### config.mk
export PLATFORM = sky130hd
export DESIGN_NAME = charset_to_utf8_transcoder_core_flat
export DESIGN_NICKNAME = d
export VERILOG_FILES = /design/src/rtl/c2u8_pkg.sv /design/src/rtl/c2u8_ifs.sv /design/src/rtl/c2u8_front.sv /design/src/rtl/c2u8_fifo.sv /design/src/rtl/c2u8_back.sv /design/src/rtl/charset_to_utf8_transcoder_core.sv /design/src/flat_wrapper.sv
export SDC_FILE = /design/constraint.sdc
export NUM_CORES = 1
export LEC_CHECK = 0
export ABC_AREA = 1
export BUFFER_PORTS_ARGS = -buffer_cell sky130_fd_sc_hd__buf_2
export CAP_MARGIN = 20
export CORE_MARGIN = 5
export CORE_UTILIZATION = 45
export DETAILED_ROUTE_END_ITERATION = 10
export HOLD_SLACK_MARGIN = 0.12
export PLACE_DENSITY = 0.65
export SYNTH_ARGS = -nofsm -noshare
export SYNTH_HDL_FRONTEND = slang
export SYNTH_SLANG_ARGS = --single-unit
### constraint.sdc
create_clock -name clk -period 5.9 [get_ports clk]
set_input_delay 0.295 -clock clk [delete_from_list [all_inputs] [get_ports clk]]
set_output_delay 0.295 -clock clk [all_outputs]
set_load 0.03 [all_outputs]
### src/rtl/c2u8_pkg.sv
// Shared types, charset codes, constants and UTF-8 helpers of the charset to UTF-8 transcoder.
package c2u8_pkg;

	typedef logic [20:0] cp_t;

	// One queue entry: the first code point is always present, the second one optionally.
	typedef struct packed {
		cp_t  cp0;
		logic has_cp1;
		cp_t  cp1;
	} cp_pair_t;

	typedef struct packed {
		logic full;
		logic empty;
	} fifo_status_t;

	localparam logic [2:0] MODE_ASCII   = 3'd0;
	localparam logic [2:0] MODE_LATIN1  = 3'd1;
	localparam logic [2:0] MODE_U16BE   = 3'd2;
	localparam logic [2:0] MODE_U16LE   = 3'd3;
	localparam logic [2:0] MODE_U16BOM  = 3'd4;
	localparam logic [2:0] MODE_U32     = 3'd5;

	localparam cp_t CP_REPLACEMENT = 21'h00fffd;
	localparam cp_t CP_QUESTION    = 21'h00003f;
	localparam cp_t CP_SUPP_BASE   = 21'h010000;

	localparam logic [31:0] CP_MAX32 = 32'h0010ffff;

	localparam logic [15:0] BOM16_BE      = 16'hfeff;
	localparam logic [15:0] BOM16_SWAPPED = 16'hfffe;
	localparam logic [31:0] BOM32_BE      = 32'h0000feff;
	localparam logic [31:0] BOM32_SWAPPED = 32'hfffe0000;

	localparam logic [15:0] HIGH_FIRST = 16'hd800;
	localparam logic [15:0] HIGH_LAST  = 16'hdbff;
	localparam logic [15:0] LOW_FIRST  = 16'hdc00;
	localparam logic [15:0] LOW_LAST   = 16'hdfff;

	localparam logic [7:0] ASCII_LAST = 8'h7f;

	function automatic logic is_high16(input logic [15:0] u);
		return (u >= HIGH_FIRST) && (u <= HIGH_LAST);
	endfunction

	function automatic logic is_low16(input logic [15:0] u);
		return (u >= LOW_FIRST) && (u <= LOW_LAST);
	endfunction

	function automatic cp_t pair_cp(input logic [15:0] hi, input logic [15:0] lo);
		return CP_SUPP_BASE + {1'b0, hi[9:0], lo[9:0]};
	endfunction

	// Number of UTF-8 bytes minus one.
	function automatic logic [1:0] utf8_len(input cp_t cp);
		logic [1:0] len;
		if (cp < 21'h000080) begin
			len = 2'd0;
		end else if (cp < 21'h000800) begin
			len = 2'd1;
		end else if (cp < 21'h010000) begin
			len = 2'd2;
		end else begin
			len = 2'd3;
		end
		return len;
	endfunction

	function automatic logic [7:0] utf8_byte(input cp_t cp, input logic [1:0] len,
			input logic [1:0] idx);
		logic [7:0] b;
		case ({len, idx})
			4'b00_00: b = {1'b0, cp[6:0]};
			4'b01_00: b = {3'b110, cp[10:6]};
			4'b01_01: b = {2'b10, cp[5:0]};
			4'b10_00: b = {4'b1110, cp[15:12]};
			4'b10_01: b = {2'b10, cp[11:6]};
			4'b10_10: b = {2'b10, cp[5:0]};
			4'b11_00: b = {5'b11110, cp[20:18]};
			4'b11_01: b = {2'b10, cp[17:12]};
			4'b11_10: b = {2'b10, cp[11:6]};
			default:  b = {2'b10, cp[5:0]};
		endcase
		return b;
	endfunction

endpackage

### src/rtl/c2u8_ifs.sv
// Valid/ready channel interfaces for the raw input bytes and the UTF-8 output bytes.
interface c2u8_in_if;
	logic       valid;
	logic       ready;
	logic [7:0] in_byte;
	logic       string_end;

	modport source(output valid, output in_byte, output string_end, input ready);
	modport sink(input valid, input in_byte, input string_end, output ready);
endinterface

interface c2u8_out_if;
	logic       valid;
	logic       ready;
	logic [7:0] out_byte;
	logic       run_last;

	modport source(output valid, output out_byte, output run_last, input ready);
	modport sink(input valid, input out_byte, input run_last, output ready);
endinterface

### src/rtl/c2u8_front.sv
// Front end: accepts input bytes, gathers code units and decodes them into code points.
module c2u8_front (
	input  logic                    clk,
	input  logic                    arst_n,
	input  logic                    cfg_wr_en,
	input  logic [2:0]              cfg_wr_data,
	c2u8_in_if.sink                 in_ch,
	input  c2u8_pkg::fifo_status_t  fifo_st,
	output logic                    push,
	output c2u8_pkg::cp_pair_t      push_data
);
	import c2u8_pkg::*;

	logic [2:0]  mode_q;
	logic [23:0] unit_q, unit_d;
	logic [1:0]  fill_q, fill_d;
	logic [15:0] pend_q, pend_d;
	logic        high_q, high_d;
	logic        first_q, first_d;
	logic        endian_q, endian_d;

	logic        accept;
	logic [2:0]  mode_eff;
	logic [15:0] be16, le16, u16;
	logic [31:0] be32, le32, v32;
	cp_t         c32;
	logic        hi32, lo32;
	cp_t         cp0, cp1;
	logic [1:0]  cnt;

	assign in_ch.ready = !fifo_st.full;
	assign accept      = in_ch.valid && in_ch.ready;

	assign mode_eff = (mode_q > MODE_U32) ? MODE_ASCII : mode_q;
	assign be16 = {unit_q[7:0], in_ch.in_byte};
	assign le16 = {in_ch.in_byte, unit_q[7:0]};
	assign u16  = ((mode_eff == MODE_U16LE) || ((mode_eff == MODE_U16BOM) && endian_q))
		? le16 : be16;
	assign be32 = {unit_q, in_ch.in_byte};
	assign le32 = {in_ch.in_byte, unit_q[7:0], unit_q[15:8], unit_q[23:16]};
	assign v32  = endian_q ? le32 : be32;
	assign c32  = (v32 > CP_MAX32) ? CP_REPLACEMENT : v32[20:0];
	assign hi32 = (c32[20:16] == 5'd0) && is_high16(c32[15:0]);
	assign lo32 = (c32[20:16] == 5'd0) && is_low16(c32[15:0]);

	// Code points are appended in order; at most two come out of one byte.
	always_comb begin
		unit_d   = unit_q;
		fill_d   = fill_q;
		pend_d   = pend_q;
		high_d   = high_q;
		first_d  = first_q;
		endian_d = endian_q;
		cp0      = '0;
		cp1      = '0;
		cnt      = 2'd0;
		case (mode_eff)
			MODE_U16BE, MODE_U16LE, MODE_U16BOM: begin
				if (fill_q == 2'd0) begin
					unit_d = {16'h0000, in_ch.in_byte};
					fill_d = 2'd1;
				end else begin
					unit_d  = '0;
					fill_d  = 2'd0;
					first_d = 1'b0;
					if (first_q && (mode_eff == MODE_U16BOM)
							&& ((be16 == BOM16_BE) || (be16 == BOM16_SWAPPED))) begin
						endian_d = (be16 == BOM16_SWAPPED);
					end else if (high_q) begin
						high_d = 1'b0;
						pend_d = '0;
						cp0    = is_low16(u16) ? pair_cp(pend_q, u16) : CP_REPLACEMENT;
						cnt    = 2'd1;
					end else if (is_high16(u16)) begin
						pend_d = u16;
						high_d = 1'b1;
					end else begin
						cp0 = is_low16(u16) ? CP_REPLACEMENT : {5'd0, u16};
						cnt = 2'd1;
					end
				end
				if (in_ch.string_end && ((fill_d != 2'd0) || high_d)) begin
					if (cnt == 2'd0) cp0 = CP_REPLACEMENT;
					else cp1 = CP_REPLACEMENT;
					cnt = cnt + 2'd1;
				end
			end
			MODE_U32: begin
				if (fill_q != 2'd3) begin
					unit_d = {unit_q[15:0], in_ch.in_byte};
					fill_d = fill_q + 2'd1;
				end else begin
					unit_d  = '0;
					fill_d  = 2'd0;
					first_d = 1'b0;
					if (first_q && ((be32 == BOM32_BE) || (be32 == BOM32_SWAPPED))) begin
						endian_d = (be32 == BOM32_SWAPPED);
					end else if (high_q && lo32) begin
						high_d = 1'b0;
						pend_d = '0;
						cp0    = pair_cp(pend_q, c32[15:0]);
						cnt    = 2'd1;
					end else begin
						// A held high surrogate not followed by a low one becomes '?'.
						if (high_q) begin
							cp0 = CP_QUESTION;
							cnt = 2'd1;
						end
						high_d = 1'b0;
						pend_d = '0;
						if (hi32) begin
							pend_d = c32[15:0];
							high_d = 1'b1;
						end else begin
							if (cnt == 2'd0) cp0 = lo32 ? CP_QUESTION : c32;
							else cp1 = lo32 ? CP_QUESTION : c32;
							cnt = cnt + 2'd1;
						end
					end
				end
				if (in_ch.string_end && high_d) begin
					if (cnt == 2'd0) cp0 = CP_QUESTION;
					else cp1 = CP_QUESTION;
					cnt = cnt + 2'd1;
				end
				if (in_ch.string_end && (fill_d != 2'd0)) begin
					if (cnt == 2'd0) cp0 = CP_REPLACEMENT;
					else cp1 = CP_REPLACEMENT;
					cnt = cnt + 2'd1;
				end
			end
			default: begin
				cp0 = ((mode_eff == MODE_ASCII) && (in_ch.in_byte > ASCII_LAST))
					? CP_REPLACEMENT : {13'd0, in_ch.in_byte};
				cnt = 2'd1;
			end
		endcase
		if (in_ch.string_end) begin
			unit_d   = '0;
			fill_d   = 2'd0;
			pend_d   = '0;
			high_d   = 1'b0;
			first_d  = 1'b1;
			endian_d = 1'b0;
		end
	end

	assign push              = accept && (cnt != 2'd0);
	assign push_data.cp0     = cp0;
	assign push_data.has_cp1 = (cnt == 2'd2);
	assign push_data.cp1     = cp1;

	always_ff @(posedge clk or negedge arst_n) begin
		if (!arst_n) begin
			mode_q   <= MODE_ASCII;
			unit_q   <= '0;
			fill_q   <= 2'd0;
			pend_q   <= '0;
			high_q   <= 1'b0;
			first_q  <= 1'b1;
			endian_q <= 1'b0;
		end else if (cfg_wr_en) begin
			// A charset change starts a new string.
			mode_q   <= cfg_wr_data;
			unit_q   <= '0;
			fill_q   <= 2'd0;
			pend_q   <= '0;
			high_q   <= 1'b0;
			first_q  <= 1'b1;
			endian_q <= 1'b0;
		end else if (accept) begin
			unit_q   <= unit_d;
			fill_q   <= fill_d;
			pend_q   <= pend_d;
			high_q   <= high_d;
			first_q  <= first_d;
			endian_q <= endian_d;
		end
	end

endmodule

### src/rtl/c2u8_fifo.sv
// Short queue of decoded code point entries between the front end and the UTF-8 serializer.
module c2u8_fifo #(
	parameter int unsigned DEPTH = 4
) (
	input  logic                    clk,
	input  logic                    arst_n,
	input  logic                    push,
	input  c2u8_pkg::cp_pair_t      push_data,
	input  logic                    pop,
	output c2u8_pkg::cp_pair_t      head,
	output c2u8_pkg::fifo_status_t  st
);
	import c2u8_pkg::*;

	localparam int unsigned PTR_W = (DEPTH > 1) ? $clog2(DEPTH) : 1;
	localparam int unsigned CNT_W = $clog2(DEPTH + 1);

	cp_pair_t           mem_q [DEPTH];
	logic [PTR_W-1:0]   wr_ptr_q, rd_ptr_q;
	logic [CNT_W-1:0]   count_q;

	assign head     = mem_q[rd_ptr_q];
	assign st.full  = (count_q == CNT_W'(DEPTH));
	assign st.empty = (count_q == '0);

	always_ff @(posedge clk) begin
		if (push) begin
			mem_q[wr_ptr_q] <= push_data;
		end
	end

	always_ff @(posedge clk or negedge arst_n) begin
		if (!arst_n) begin
			wr_ptr_q <= '0;
			rd_ptr_q <= '0;
			count_q  <= '0;
		end else begin
			if (push) begin
				wr_ptr_q <= (wr_ptr_q == PTR_W'(DEPTH - 1)) ? '0 : wr_ptr_q + PTR_W'(1);
			end
			if (pop) begin
				rd_ptr_q <= (rd_ptr_q == PTR_W'(DEPTH - 1)) ? '0 : rd_ptr_q + PTR_W'(1);
			end
			if (push && !pop) begin
				count_q <= count_q + CNT_W'(1);
			end else if (pop && !push) begin
				count_q <= count_q - CNT_W'(1);
			end
		end
	end

	a_no_push_full: assert property (@(posedge clk) disable iff (!arst_n)
		!(push && st.full))
		else $error("queue written while full");

	a_no_pop_empty: assert property (@(posedge clk) disable iff (!arst_n)
		!(pop && st.empty))
		else $error("queue read while empty");

	a_count_up: assert property (@(posedge clk) disable iff (!arst_n)
		(push && !pop) |=> (count_q == $past(count_q) + CNT_W'(1)))
		else $error("queue count did not follow a lone push");

endmodule

### src/rtl/c2u8_back.sv
// Back end: queued code points to UTF-8 bytes in an output register, one per cycle unless stalled.
module c2u8_back (
	input  logic                    clk,
	input  logic                    arst_n,
	input  c2u8_pkg::cp_pair_t      head,
	input  c2u8_pkg::fifo_status_t  fifo_st,
	output logic                    pop,
	c2u8_out_if.source              out_ch
);
	import c2u8_pkg::*;

	logic       sel_q;
	logic [1:0] idx_q;
	logic       out_valid_q;
	logic [7:0] out_byte_q;
	logic       run_last_q;

	cp_t        cur_cp;
	logic [1:0] cur_len;
	logic       cp_done;
	logic       entry_done;
	logic       load;

	assign cur_cp     = sel_q ? head.cp1 : head.cp0;
	assign cur_len    = utf8_len(cur_cp);
	assign cp_done    = (idx_q == cur_len);
	assign entry_done = cp_done && (sel_q || !head.has_cp1);
	assign load       = !fifo_st.empty && (!out_valid_q || out_ch.ready);
	assign pop        = load && entry_done;

	assign out_ch.valid    = out_valid_q;
	assign out_ch.out_byte = out_byte_q;
	assign out_ch.run_last = run_last_q;

	always_ff @(posedge clk) begin
		if (load) begin
			out_byte_q <= utf8_byte(cur_cp, cur_len, idx_q);
			run_last_q <= entry_done;
		end
	end

	always_ff @(posedge clk or negedge arst_n) begin
		if (!arst_n) begin
			sel_q       <= 1'b0;
			idx_q       <= 2'd0;
			out_valid_q <= 1'b0;
		end else begin
			if (load) begin
				out_valid_q <= 1'b1;
			end else if (out_ch.ready) begin
				out_valid_q <= 1'b0;
			end
			if (load) begin
				if (entry_done) begin
					sel_q <= 1'b0;
					idx_q <= 2'd0;
				end else if (cp_done) begin
					sel_q <= 1'b1;
					idx_q <= 2'd0;
				end else begin
					idx_q <= idx_q + 2'd1;
				end
			end
		end
	end

endmodule

### src/rtl/charset_to_utf8_transcoder_core.sv
// Top level of the charset to UTF-8 transcoder: front end, code point queue and UTF-8 serializer.
//
// Bytes of a string enter on in_ch, the final byte flagged by string_end, and are decoded under
// the charset in the mode register (0 ASCII, 1 Latin-1, 2 UTF-16 BE, 3 UTF-16 LE, 4 UTF-16 with
// BOM detection, 5 UTF-32; 6 and 7 act as ASCII); writing the register also starts a new string.
// The front end takes one input byte per cycle whenever the code point queue has room, and a byte
// that completes no character produces no output. The serializer sends one UTF-8 byte per cycle
// on out_ch while the queue holds an entry and out_ch is not stalled, with run_last on the final
// byte caused by each input byte, so the sustained input rate is set by the serializer, which
// sends two bytes for each Latin-1 byte above 0x7f and up to five for the worst UTF-32 byte. The
// first output byte of an input byte passes through the queue entry and then the output register.
module charset_to_utf8_transcoder_core #(
	parameter int unsigned QUEUE_DEPTH = 4
) (
	input  logic        clk,
	input  logic        arst_n,
	input  logic        cfg_wr_en,
	input  logic [2:0]  cfg_wr_data,
	c2u8_in_if.sink     in_ch,
	c2u8_out_if.source  out_ch
);
	import c2u8_pkg::*;

	logic         push;
	logic         pop;
	cp_pair_t     push_data;
	cp_pair_t     head;
	fifo_status_t fifo_st;

	c2u8_front u_front (
		.clk         (clk),
		.arst_n      (arst_n),
		.cfg_wr_en   (cfg_wr_en),
		.cfg_wr_data (cfg_wr_data),
		.in_ch       (in_ch),
		.fifo_st     (fifo_st),
		.push        (push),
		.push_data   (push_data)
	);

	c2u8_fifo #(
		.DEPTH (QUEUE_DEPTH)
	) u_fifo (
		.clk       (clk),
		.arst_n    (arst_n),
		.push      (push),
		.push_data (push_data),
		.pop       (pop),
		.head      (head),
		.st        (fifo_st)
	);

	c2u8_back u_back (
		.clk     (clk),
		.arst_n  (arst_n),
		.head    (head),
		.fifo_st (fifo_st),
		.pop     (pop),
		.out_ch  (out_ch)
	);

endmodule

### src/flat_wrapper.sv
// flat-port wrapper written by rule: the top's interface ports become plain ports
module charset_to_utf8_transcoder_core_flat import c2u8_pkg::*;
#(
	parameter int unsigned QUEUE_DEPTH = 4
)
  (clk, arst_n, cfg_wr_en, cfg_wr_data, in_ch_valid, in_ch_in_byte, in_ch_string_end, in_ch_ready, out_ch_valid, out_ch_out_byte, out_ch_run_last, out_ch_ready);
  c2u8_in_if in_ch_i ();
  c2u8_out_if out_ch_i ();
  input  logic clk;
  input  logic arst_n;
  input  logic cfg_wr_en;
  input  logic [2:0] cfg_wr_data;
  input wire logic [$bits(in_ch_i.valid)-1:0] in_ch_valid;
  input wire logic [$bits(in_ch_i.in_byte)-1:0] in_ch_in_byte;
  input wire logic [$bits(in_ch_i.string_end)-1:0] in_ch_string_end;
  output wire logic [$bits(in_ch_i.ready)-1:0] in_ch_ready;
  output wire logic [$bits(out_ch_i.valid)-1:0] out_ch_valid;
  output wire logic [$bits(out_ch_i.out_byte)-1:0] out_ch_out_byte;
  output wire logic [$bits(out_ch_i.run_last)-1:0] out_ch_run_last;
  input wire logic [$bits(out_ch_i.ready)-1:0] out_ch_ready;
  assign in_ch_i.valid = in_ch_valid;
  assign in_ch_i.in_byte = in_ch_in_byte;
  assign in_ch_i.string_end = in_ch_string_end;
  assign in_ch_ready = in_ch_i.ready;
  assign out_ch_valid = out_ch_i.valid;
  assign out_ch_out_byte = out_ch_i.out_byte;
  assign out_ch_run_last = out_ch_i.run_last;
  assign out_ch_i.ready = out_ch_ready;
  charset_to_utf8_transcoder_core #(.QUEUE_DEPTH(QUEUE_DEPTH)) u_core (.clk(clk), .arst_n(arst_n), .cfg_wr_en(cfg_wr_en), .cfg_wr_data(cfg_wr_data), .in_ch(in_ch_i), .out_ch(out_ch_i));
endmodule
======== Yosys cells after proc, flatten, opt, wreduce, memory -nomap -nowiden ========
Memories as Yosys holds them, arrays and structs flattened.
Index checks and enable logic that the tools add are counted.
storage, ports and cells
  bits in writable memories ............... 172
  output and inout bits ................... 11
  memory bits (read-only) ................. 0
  input bits .............................. 17
  memories ................................ 1
  latch bits .............................. 0
  word-level logic and storage cells ...... 255
  register bits ........................... 62
cells by class
  multiplexer cells ....................... 128
  equality and inequality tests ........... 27
  shift-type cells ........................ 0
  reduce and logical (&&, ||, !) cells .... 58
  div/mod/pow operators ................... 0
  add/sub/neg operators ................... 12
  order comparisons ....................... 14
  multiply operators ...................... 0
  bitwise gates (word level) .............. 0
memories
  name                 depth  bits a word  read ports  clocked after memory_dff  wr ports  line             text
  u_core.u_fifo.mem_q  4      43           1           0                         1         c2u8_fifo.sv:18  cp_pair_t mem_q [DEPTH];
operators by type and width
  operator                  count
  $mux W21                  27
  $mux W10                  11
  $mux W16                  6
  $mux W24                  4
  $pmux W21 S2              2
  $ge A16 B16 Y1 const B    4
  $le A16 B16 Y1 const B    4
  $mux W2                   26
  $pmux W24 S2              1
  $pmux W8 S6               1
  $add A17 B20 Y21 const A  2
  $mux W1                   38
  $eq A16 B16 Y1 const B    2
  $eq A32 B16 Y1 const B    1
  $eq A32 B32 Y1 const B    1
  $gt A32 B21 Y1 const B    1
  $mux W32                  1
  $ne A4 B4 Y1 const B      6
  $logic_and A1 B1 Y1       22
  $lt A21 B12 Y1 const B    1
  $lt A21 B17 Y1 const B    1
  $lt A21 B8 Y1 const B     1
  $eq A4 B4 Y1 const B      5
  $pmux W10 S2              1
  other kinds (31)          70

======== Longest topological paths before layout ========
Gate-level depths: netlist (run 1).
  depth after elaboration ................. 29
  gate-level depth with buffers ........... 33

======== Hierarchy ========
From an unflattened synthesis (run 1), not the netlist that was laid out.
second synthesis, totals
  cell total of the unflattened synthesis .. 1559
  area total of the unflattened synthesis .. 13389.1 sq um
by module, submodules not included
  module      cells an instance  area each (sq um)  times used  sequential area each (sq um)
  c2u8_fifo   554                7352.1             1           5340.1
  c2u8_front  775                4625.7             1           1052.3
  c2u8_back   230                1411.4             1           370.4

======== Worst setup path after synthesis (run 1) ========
Ideal clock, no wire load.
  kind .................................... register -> register
  start point ............................. register u_core.u_front.endian_q
  end point ............................... memory u_core.u_fifo.mem_q[3][0] (netlist name) (enable)
  buffers on the path ..................... 2
  cell stages (with the launch flop) ...... 25
  slack ................................... 0.324 ns
  clock period less this slack ............ 5.576 ns
  arrival ................................. 5.132 ns
  data required time ...................... 5.457 ns
  setup time .............................. 0.443 ns
  cell sequence ........................... dfrtp_1 buf_6 o21ai_2 nand2_8 nand3_1 nand2_2 nor2_2 nand2_1 nor2_2 buf_6 inv_2 ha_1 inv_1 nand2_1 nand2_2 ha_1 nand4_1 and2_1 ha_1 nor2_1 nor2_1 a21oi_2 nand2_2 nand2_4 nor2_1
on the way
  word-level cells in the longest chain between the ends .. 21
  elaborated cells on any way between the ends .. 54
  classes of those cells .................. 3 x add/sub; 7 x order compare; 30 x mux; 14 x reduce/logical
RTL lines
  what                                           line                                text
  from (decl)                                    c2u8_front.sv:20                    logic endian_q, endian_d;
  from (signal assigned)                         c2u8_front.sv:177                   endian_q <= endian_d;
  $mux W32                                       c2u8_front.sv:41                    assign v32 = endian_q ? le32 : be32;
  $gt A32 B21 Y1                                 c2u8_front.sv:42                    assign c32 = (v32 > CP_MAX32) ? CP_REPLACEMENT : v32[20:0];
  $mux W21                                       c2u8_front.sv:42
  $ge A16 B16 Y1 (tied with other cells)         c2u8_pkg.sv:44                      return (u >= HIGH_FIRST) && (u <= HIGH_LAST);
  $logic_and A1 B1 Y1, on equally long branches  c2u8_pkg.sv:44, c2u8_pkg.sv:48
  $logic_and A1 B1 Y1, on equally long branches  c2u8_front.sv:43, c2u8_front.sv:44
  $mux W2 (tied with other cells)                c2u8_front.sv:111                   if (hi32) begin
  $mux W2 or $mux W1 (tied branches)             c2u8_front.sv:98                    end else if (high_q && lo32) begin
  [... 5 more ...]                               -
  $mux W2                                        c2u8_front.sv:57                    case (mode_eff)
  $add A2 B1 Y2                                  c2u8_front.sv:129                   cnt = cnt + 2'd1;
  $mux W2                                        c2u8_front.sv:126                   if (in_ch.string_end && (fill_d != 2'd0)) begin
  $pmux W2 S2 *                                  c2u8_front.sv:57
  $reduce_bool A2 Y1 *                           c2u8_front.sv:148                   assign push = accept && (cnt != 2'd0);
  $logic_and A1 B1 Y1 *                          c2u8_front.sv:148
  $mux W1 *                                      c2u8_fifo.sv:27                     if (push) begin
  $mux W1 (not written as such) *                c2u8_fifo.sv:28                     mem_q[wr_ptr_q] <= push_data;
  to (decl)                                      c2u8_fifo.sv:18
Every way passes the cells marked *; elsewhere a longest branch is shown, timed or not. The select of a mux whose other input is x is not followed.

======== Final worst setup path (run 1) ========
  start point ............................. register u_core.u_front.endian_q
  end point ............................... register u_core.u_fifo.count_q[2]
on the way
  word-level cells in the longest chain between the ends .. 22
  elaborated cells on any way between the ends .. 57
  classes of those cells .................. 3 x add/sub; 7 x order compare; 29 x mux; 18 x reduce/logical
RTL lines
  what                                           line                                   text
  $mux W32                                       c2u8_front.sv:41
  $gt A32 B21 Y1                                 c2u8_front.sv:42
  $mux W21                                       c2u8_front.sv:42
  $ge A16 B16 Y1 (tied with other cells)         c2u8_pkg.sv:44
  $logic_and A1 B1 Y1, on equally long branches  c2u8_pkg.sv:44, c2u8_pkg.sv:48
  $logic_and A1 B1 Y1, on equally long branches  c2u8_front.sv:43, c2u8_front.sv:44
  $mux W2 (tied with other cells)                c2u8_front.sv:111
  $mux W2 or $mux W1 (tied branches)             c2u8_front.sv:98
  [... 7 more ...]                               -
  $mux W2                                        c2u8_front.sv:126
  $pmux W2 S2 *                                  c2u8_front.sv:57
  $reduce_bool A2 Y1 *                           c2u8_front.sv:148
  $logic_and A1 B1 Y1 *                          c2u8_front.sv:148
  net u_core.push                                charset_to_utf8_transcoder_core.sv:24  logic push;
  $logic_not A1 Y1                               c2u8_fifo.sv:46                        end else if (pop && !push) begin
  $logic_and A1 B1 Y1                            c2u8_fifo.sv:46
  $reduce_bool A2 Y1 (no line)                   -
  to (signal assigned)                           c2u8_fifo.sv:45                        count_q <= count_q + CNT_W'(1);
  to (signal assigned)                           c2u8_fifo.sv:47                        count_q <= count_q - CNT_W'(1);
  to (decl)                                      c2u8_fifo.sv:20                        logic [CNT_W-1:0] count_q;
The timed path passes the listed nets; every way through them passes the cells marked *. The select of a mux whose other input is x is not followed.
A chain may end at the register's enable or synchronous reset.

==> flow_summary.yaml, run 1 <==
global_route:
  antenna_found_initial: 0
  track_usage_pct: 22.41
  grt_pass1_wl_mm: 54.43
  grt_max_degree: 89
  grt.overflow.total: 0
  grt_pass1_vias: 9517
sta:
  fin_crit_sh_pct: 83.84
  worst_pin_slew_ns: 0.9112
  finalSetupViolations: 0
  max-slew-margin-rel_pct: 39.25
  fin_worst_skew_ns: 0.02556
  layout_min_cycle_time_ns: 4.947
  slew_violations: 0
  rsz0062_at_grt: "no"
  finalHoldViolations: 0
  tns_ns: 0
  fmax_mhz: 202.2
setup_path:
  path_common_cell: "ha_1"
  r2r-start: "u_core.u_front.endian_q$_DFFE_PN0P_"
  path_class: "register to register"
  rr_worst_depth: 32
  cp-endpoint: "u_core.u_fifo.count_q[2]$_DFFE_PN0P_"
  crit_start: "u_core.u_front.endian_q$_DFFE_PN0P_"
  cp_max_fo: 19
  worst-path-buf-inv: 6
  end_kind: "register"
  crit_family: "simple AND/OR/NAND/NOR gates"
  r2r-end: "u_core.u_fifo.count_q[2]$_DFFE_PN0P_"
  crit_slowest_cell: "dfrtp_1"
  crit_arrival_ns: 5.36
  worst_setup_path_start_kind: "register"
  worst-path-stages: 32
  ff2ff_setup_slack_ns: 0.95
  cpPeakStageDelay_ns: 0.69
  worst_ep_required_time_ns: 6.32
clocking:
  cts_root_buf: "clkbuf_16"
  cts_sinks: 234
  clk_pin_slew_worst_paths_ns: 0.08
  cts_resized: 0
  cts_tree: "yes"
  clk_latency_ns: 0.55
  cts_buffer_depth: 3
  cts_made_buffers: 25
  cts_max_level: 1
placement:
  port-buffer-count: 27
  gp_congestion: 0.9939
  dpl.hpwl_mm: 23.14
floorplanning:
  initial_core_util_pct: 45.55
  rows: 60
  io_pins: 28
  dieWidth_um: 174.9
  die_h_um: 174.9
  core_um2: 26880
  dieArea_um2: 30600
logic_synthesis:
  ys_top_cells_by_count: "244 x nand2_1, 183 x nor2_1, 181 x edfxtp_1, 171 x o21ai_0, 111 x inv_1"
  ys_ff_latch: 234
  yosysSeqAreaShare_pct: 55.24
  ys_warn_count: 0
  synth-edff-count: 181
  syn_nets: 1385
  syn_avg_cell_area_um2: 9.061
  synth_top_area_share_pct: 44.40
  synth.most_common_cell: "nand2_1"
  synthCells: 1351
  ys.flop_type: "edfxtp_1"
  synth_area_um2: 12240
  async_flop_share_pct: 22.65
  yosys-top-cells-area: "edfxtp_1 44%, dfrtp_1 11%, nand2_1 7.5%, o21ai_0 7.0%, nor2_1 5.6%"
  synth_top_area_cell: "edfxtp_1"
  synth.distinct_cells: 54
route:
  drc: 0
  first_iter_violations: 964
  antenna_left: 0
  firstDrtPassIters: 5
  routed_wl_mm: 34.49
  vias_per_cell: 5.725
  drt-wirelength-per-cell_um: 19.89
  routed-via-count: 9928
pwr:
  power_frac_comb_pct: 35.2
  switching_share_pct: 38.56
  p_leak_nw: 5.259
  cellPowerDensity_nw_per_um2: 423.6
  p_int_w: 0.003541
  p_sw_w: 0.002223
  p_seq_share_pct: 38.9
  p_clk_share_pct: 25.9
  max-vdd-ir-drop_uv: 196.6
  power_w: 0.005763
cells_and_area:
  nets: 1409
  num_antenna_cells: 0
  fin_util_pct: 50.63
  final_layout_size_suffix_gt1_share_pct: 10.12
  areaGrowthSynthToFinish_pct: 11.15
outcome:
  outcome: "completed"
worst_hold_path:
  hold_depth: 3
  hold_class: "input port to register"
job:
  drv_cap: 0
[worst min-delay path: stages]
cell,delay [ns]
buf_2,0.15
inv_2,0.12
o22ai_1,0.09
[logic make-up (layout without fill, tap and decap cells)]
family	Yosys count	after routing	synth area share [%]
buffers and inverters	187	229	6.449
AO/OA/AOI/OAI	336	336	15.81
XOR/XNOR	4	4	0.2862
AND/OR/NAND/NOR	573	573	20.41
flip-flops	234	234	55.24
adder cells (fa/ha/maj)	17	17	1.799
[flip-flops by register name (all words and copies together) (netlist names)]
register,cells
u_core.u_back.idx_q,2
u_core.u_back.out_ch.out_byte,8
u_core.u_back.out_ch.run_last,1
u_core.u_back.out_ch.valid,1
u_core.u_back.sel_q,1
u_core.u_fifo.count_q,3
u_core.u_fifo.mem_q,172
u_core.u_fifo.rd_ptr_q,2
u_core.u_fifo.wr_ptr_q,2
u_core.u_front.endian_q,1
u_core.u_front.fill_q,2
u_core.u_front.first_q,1
u_core.u_front.high_q,1
u_core.u_front.mode_q,3
u_core.u_front.pend_q,10
u_core.u_front.unit_q,24
[cells in the final DEF, fill, tap and decap left out, types with 10 or more instances in the layout]
master	count
a21oi_1	36
buf_2	27
buf_4	16
clkbuf_16	25
dfrtp_1	51
dlygate4sd3_1	11
edfxtp_1	181
ha_1	16
inv_1	111
inv_2	12
nand2_1	244
nand2_2	10
nand3_1	86
nand4_1	12
nor2_1	179
o211ai_1	14
o21ai_0	171
o21ai_1	27
o22ai_1	37
[final cells by class]
cell class / instances / area [um2]
Sequential cell: 234 / 6764
Timing Repair Buffer: 59 / 465.4
Tap cell: 341 / 426.7
Multi-Input combinational cell: 930 / 4720
Fill cell: 2529 / 13270
Clock buffer: 31 / 648.1
Clock inverter: 14 / 113.9
Inverter: 125 / 469.2
[power by group through the flow]
| stage | sequential [W] | clock (W) | combinational [W] |
|---|---|---|---|
| floorplan | 0.00230 | 0 | 0.00138 |
| global placement | 0.00227 | 0 | 0.00200 |
| detailed placement | 0.00228 | 0 | 0.00202 |
| CTS | 0.00224 | 0.00151 | 0.00203 |
| global route | 0.00227 | 0.00158 | 0.00226 |
| finish | 0.00224 | 0.00149 | 0.00203 |
[worst min-delay path by stage]
stage                                          from                                    to  slack, ns
6_report                           in_ch_in_byte[0]  u_core.u_front.unit_q[0]$_DFFE_PN0P_       0.16
4_1_cts                            in_ch_in_byte[0]  u_core.u_front.unit_q[0]$_DFFE_PN0P_       0.12
5_1_grt                            in_ch_in_byte[0]  u_core.u_front.unit_q[0]$_DFFE_PN0P_       0.15
3_5_place_dp                                 arst_n  u_core.u_front.mode_q[1]$_DFFE_PN0P_       0.49
3_3_place_gp   u_core.u_front.pend_q[0]$_DFFE_PN0P_  u_core.u_front.pend_q[0]$_DFFE_PN0P_       0.47
2_1_floorplan                                arst_n    u_core.u_back.idx_q[0]$_DFFE_PN0P_    -0.0006
[what timing repair did]
action,in CTS,in global routing
endpoints found under the hold margin,56,0
hold buffers,11,0
buffers inserted,0,0
[per-layer routing]
metal / up-vias / routed length [um] / GRT usage, %
met4: 0 / 1266 / 7.496
met2: 400 / 15620 / 35.94
met5: - / 0 / 0
li1: 4744 / - / -
met3: 76 / 2315 / 2.423
met1: 4708 / 15280 / 32.07
[stage by stage]
step	hold WS [ns]	setup WS [ns]	area, um2	cells
6_report	0.1554	0.9535	13610	1734
5_1_grt	0.1528	0.3970	13610	1734
4_1_cts	0.1222	0.9484	13610	1734
3_5_place_dp	0.4932	0.9703	12730	1678
3_3_place_gp	0.4749	1.062	12730	1678
2_1_floorplan	-0.0005911	0.3244	12240	1351
No activity file was read; power rests on OpenSTA's default activity.
==> inputs of run 2 (changes only) <==
ABC_AREA = 0   (was 1)
PLACE_DENSITY = 0.63   (was 0.65)
clock period = 4.6 ns   (was 5.9 ns; I/O delays follow)
==> run 2 against run 1 <==
Compared with the run above:
- first-iteration DRC count shrank 21%
- cell area grew 2.5%
- maximum frequency grew 11%
- cell count shrank 20%
- synthesized cell count shrank 31%
- die area shrank 2.9%
- global-route usage shrank 0.93 points
- critical path depth shrank 17
- via count shrank 16%
- power grew 26%
- utilization grew 3.0 points
- worst setup slack lost 0.81 ns
- largest power group unchanged
- highest routed layer unchanged
==> flow_summary.yaml, run 2 <==
clocking:
  clk_latency_ns: 0.54
  cts_max_level: 1
  cts_buffer_depth: 3
  cts_sinks: 234
  cts_root_buf: "clkbuf_16"
  cts_made_buffers: 25
  clk_pin_slew_worst_paths_ns: 0.06
  cts_tree: "yes"
floorplanning:
  rows: 59
  core_um2: 25980
  dieArea_um2: 29710
  io_pins: 28
  initial_core_util_pct: 45.66
  die_h_um: 172.4
  dieWidth_um: 172.4
setup_path:
  crit_family: "simple AND/OR/NAND/NOR gates"
  r2r-end: "u_core.u_fifo.mem_q[0][40]$_DFFE_PP_"
  path_cells: "or4_4 -> and4_4 -> a211o_1 -> and4_4 -> or3_1 -> ha_1 -> o2111ai_2 -> and2_1 -> ha_1 -> o21ai_2 -> a31o_4 -> a21oi_4 -> buf_4 -> and2_2 -> buf_12"
  end_kind: "register"
  path_class: "register to register"
  worst_setup_path_start_kind: "register"
  r2r-start: "u_core.u_front.unit_q[2]$_DFFE_PN0P_"
  rr_worst_depth: 15
  worst_ep_required_time_ns: 4.83
  cpPeakStageDelay_ns: 0.58
  cp_max_fo: 29
  worst-path-buf-inv: 2
  crit_slowest_cell: "or4_4"
  crit_arrival_ns: 4.69
  ff2ff_setup_slack_ns: 0.14
cells_and_area:
  largest_reg_flops: 172
  reg_top3: "u_core.u_fifo.mem_q (172), u_core.u_front.unit_q (24), u_core.u_front.pend_q (10)"
  nets: 1059
  areaGrowthSynthToFinish_pct: 17.55
  top_register: "u_core.u_fifo.mem_q"
  final_layout_size_suffix_gt1_share_pct: 23.95
  num_antenna_cells: 0
  final_cell_mix: "181 x edfxtp_1, 109 x nand2_1, 73 x o21ai_0"
  layout_commonest_cell: "edfxtp_1"
global_route:
  grt_pass1_vias: 8190
  grt.overflow.total: 0
  grt_pass1_wl_mm: 49.02
  grt_max_degree: 54
  track_usage_pct: 21.48
  antenna_found_initial: 0
route:
  drc: 0
  vias_per_cell: 6.074
  first_iter_violations: 758
  antenna_left: 0
  drt-wirelength-per-cell_um: 22.99
  firstDrtPassIters: 5
  routed-via-count: 8376
  routed_wl_mm: 31.70
logic_synthesis:
  syn_nets: 970
  synth_xor_area_share_pct: 0.7382
  syn_avg_cell_area_um2: 12.68
  ys_top_cells_by_count: "181 x edfxtp_1, 109 x nand2_1, 75 x o21ai_0, 52 x dfrtp_1, 43 x nor2_1"
  synth_top_area_share_pct: 45.81
  yosys-top-cells-area: "edfxtp_1 46%, dfrtp_1 11%, mux4_2 6.8%, nand2_1 3.4%, o21ai_0 3.2%"
  muxShareOfSynthArea_pct: 13.13
  synth.most_common_cell: "edfxtp_1"
  yosys.area_share.simple_pct: 12.60
  synth_area_um2: 11870
  synth.distinct_cells: 78
  async_flop_share_pct: 22.65
  ys.flop_type: "edfxtp_1"
  synth_compound_area_share_pct: 11.78
  synth_top_family_by_area: "multiplexers"
  ys_warn_count: 0
  yosysSeqAreaShare_pct: 57.00
  synthCells: 936
  synth-edff-count: 181
  synth_top_area_cell: "edfxtp_1"
  ys_ff_latch: 234
  yosys.area_share.adder_pct: 1.856
worst_hold_path:
  hold_end: "u_core.u_front.unit_q[0]$_DFFE_PN0P_"
  hold_depth: 3
  holdCritStartpoint: "in_ch_in_byte[0]"
  hold_class: "input port to register"
placement:
  dpl.hpwl_mm: 22.52
  gp_congestion: 1.023
  port-buffer-count: 27
sta:
  fin_crit_sh_pct: 96.99
  fmax_mhz: 224.1
  finalHoldViolations: 0
  layout_min_cycle_time_ns: 4.461
  finalSetupViolations: 0
  max-slew-margin-rel_pct: 36.60
  fin_hold_ws_ns: 0.1531
  fin_worst_skew_ns: 0.01869
  worst_pin_slew_ns: 0.9480
  slew_violations: 0
pwr:
  max-vdd-ir-drop_uv: 365.5
  cellPowerDensity_nw_per_um2: 519.7
  p_seq_share_pct: 40.1
  power_w: 0.007248
  p_clk_share_pct: 29.5
  p_sw_w: 0.002261
  switching_share_pct: 31.19
  p_int_w: 0.004987
  p_leak_nw: 5.043
  power_frac_comb_pct: 30.4
job:
  drv_cap: 0
outcome:
  outcome: "completed"
## run 2: changes by cell type after synthesis, sizes merged, moves of 27 or more
cell,before,now
nand3,93,17
nand2,259,110
o21ai,200,77
nor2,193,43
inv,123,19
mux2i,0,33
o22ai,37,10
mux4,0,42
## run 2: timing repair
action,in CTS,in global routing
resized for setup,0,26
hold buffers,14,0
setup endpoints to repair,0,185
hold endpoints to repair,62,0
buffers inserted,0,4
## run 2: power groups by stage
stage,clock network (W),logic [W],registers (W)
2_1_floorplan,0,0.00157,0.00291
3_3_place_gp,0,0.00217,0.00293
3_5_place_dp,0,0.00219,0.00295
4_1_cts,0.00219,0.00221,0.00291
5_1_grt,0.00228,0.00240,0.00294
6_report,0.00214,0.00221,0.00290
## run 2: area by class of cell
| class | instances | area, um2 |
|---|---|---|
| clock buffer | 34 | 669.4 |
| fill | 2167 | 12040 |
| timing repair buffer | 117 | 895.9 |
| clock inverter | 12 | 205.2 |
| multi-input combinational | 627 | 4912 |
| tap | 335 | 419.2 |
| inverter | 20 | 75.07 |
| sequential | 234 | 6770 |
## run 2: worst max path at each step
stage | startpoint | end | slack [ns] | cells past startpoint
6_report | u_core.u_front.unit_q[2]$_DFFE_PN0P_ | u_core.u_fifo.mem_q[0][40]$_DFFE_PP_ | 0.14 | 15
5_1_grt | u_core.u_front.endian_q$_DFFE_PN0P_ | u_core.u_fifo.count_q[2]$_DFFE_PN0P_ | -0.03 | 22
4_1_cts | u_core.u_front.unit_q[3]$_DFFE_PN0P_ | u_core.u_fifo.count_q[2]$_DFFE_PN0P_ | 0.02 | 20
3_5_place_dp | u_core.u_front.unit_q[3]$_DFFE_PN0P_ | u_core.u_fifo.count_q[2]$_DFFE_PN0P_ | 0.04 | 20
3_3_place_gp | u_core.u_front.unit_q[3]$_DFFE_PN0P_ | u_core.u_fifo.count_q[2]$_DFFE_PN0P_ | 0.10 | 20
2_1_floorplan | u_core.u_front.unit_q[3]$_DFFE_PN0P_ | u_core.u_fifo.count_q[2]$_DFFE_PN0P_ | 0.001 | 21
## run 2: logic make-up after synthesis
family | after synthesis
and+or+nand+nor | 288
DFF | 234
AOI/OAI and AO/OA | 216
muxes | 96
buffers and inverters | 75
adders and majority gates | 17
xor gates and xnor gates | 10
## run 2: metrics by stage
stage	setup TNS (ns)	std cells	utilization (%)	area, um2	setup slack [ns]
floorplan	0	936	-	11880	0.001046
global placement	0	1314	49.15	12770	0.1012
detailed placement	0	1315	49.18	12780	0.04401
CTS	0	1375	53.09	13790	0.01581
global route	-0.2380	1379	53.67	13950	-0.02543
finish	0	1379	53.67	13950	0.1385
## run 2: worst min-delay path: stages
cell and delay (ns):
buf_2 0.09, buf_4 0.19, a22o_1 0.15
## run 2: routing by layer
metal	routed length, um	vias up	share of wire [%]	global-route usage [%]
li1	-	3820	-	-
met1	13830	4176	44	31.10
met2	14890	319	47	34.09
met3	1883	61	5.9	2.698
met4	1088	0	3.4	6.801
met5	0	-	0	0
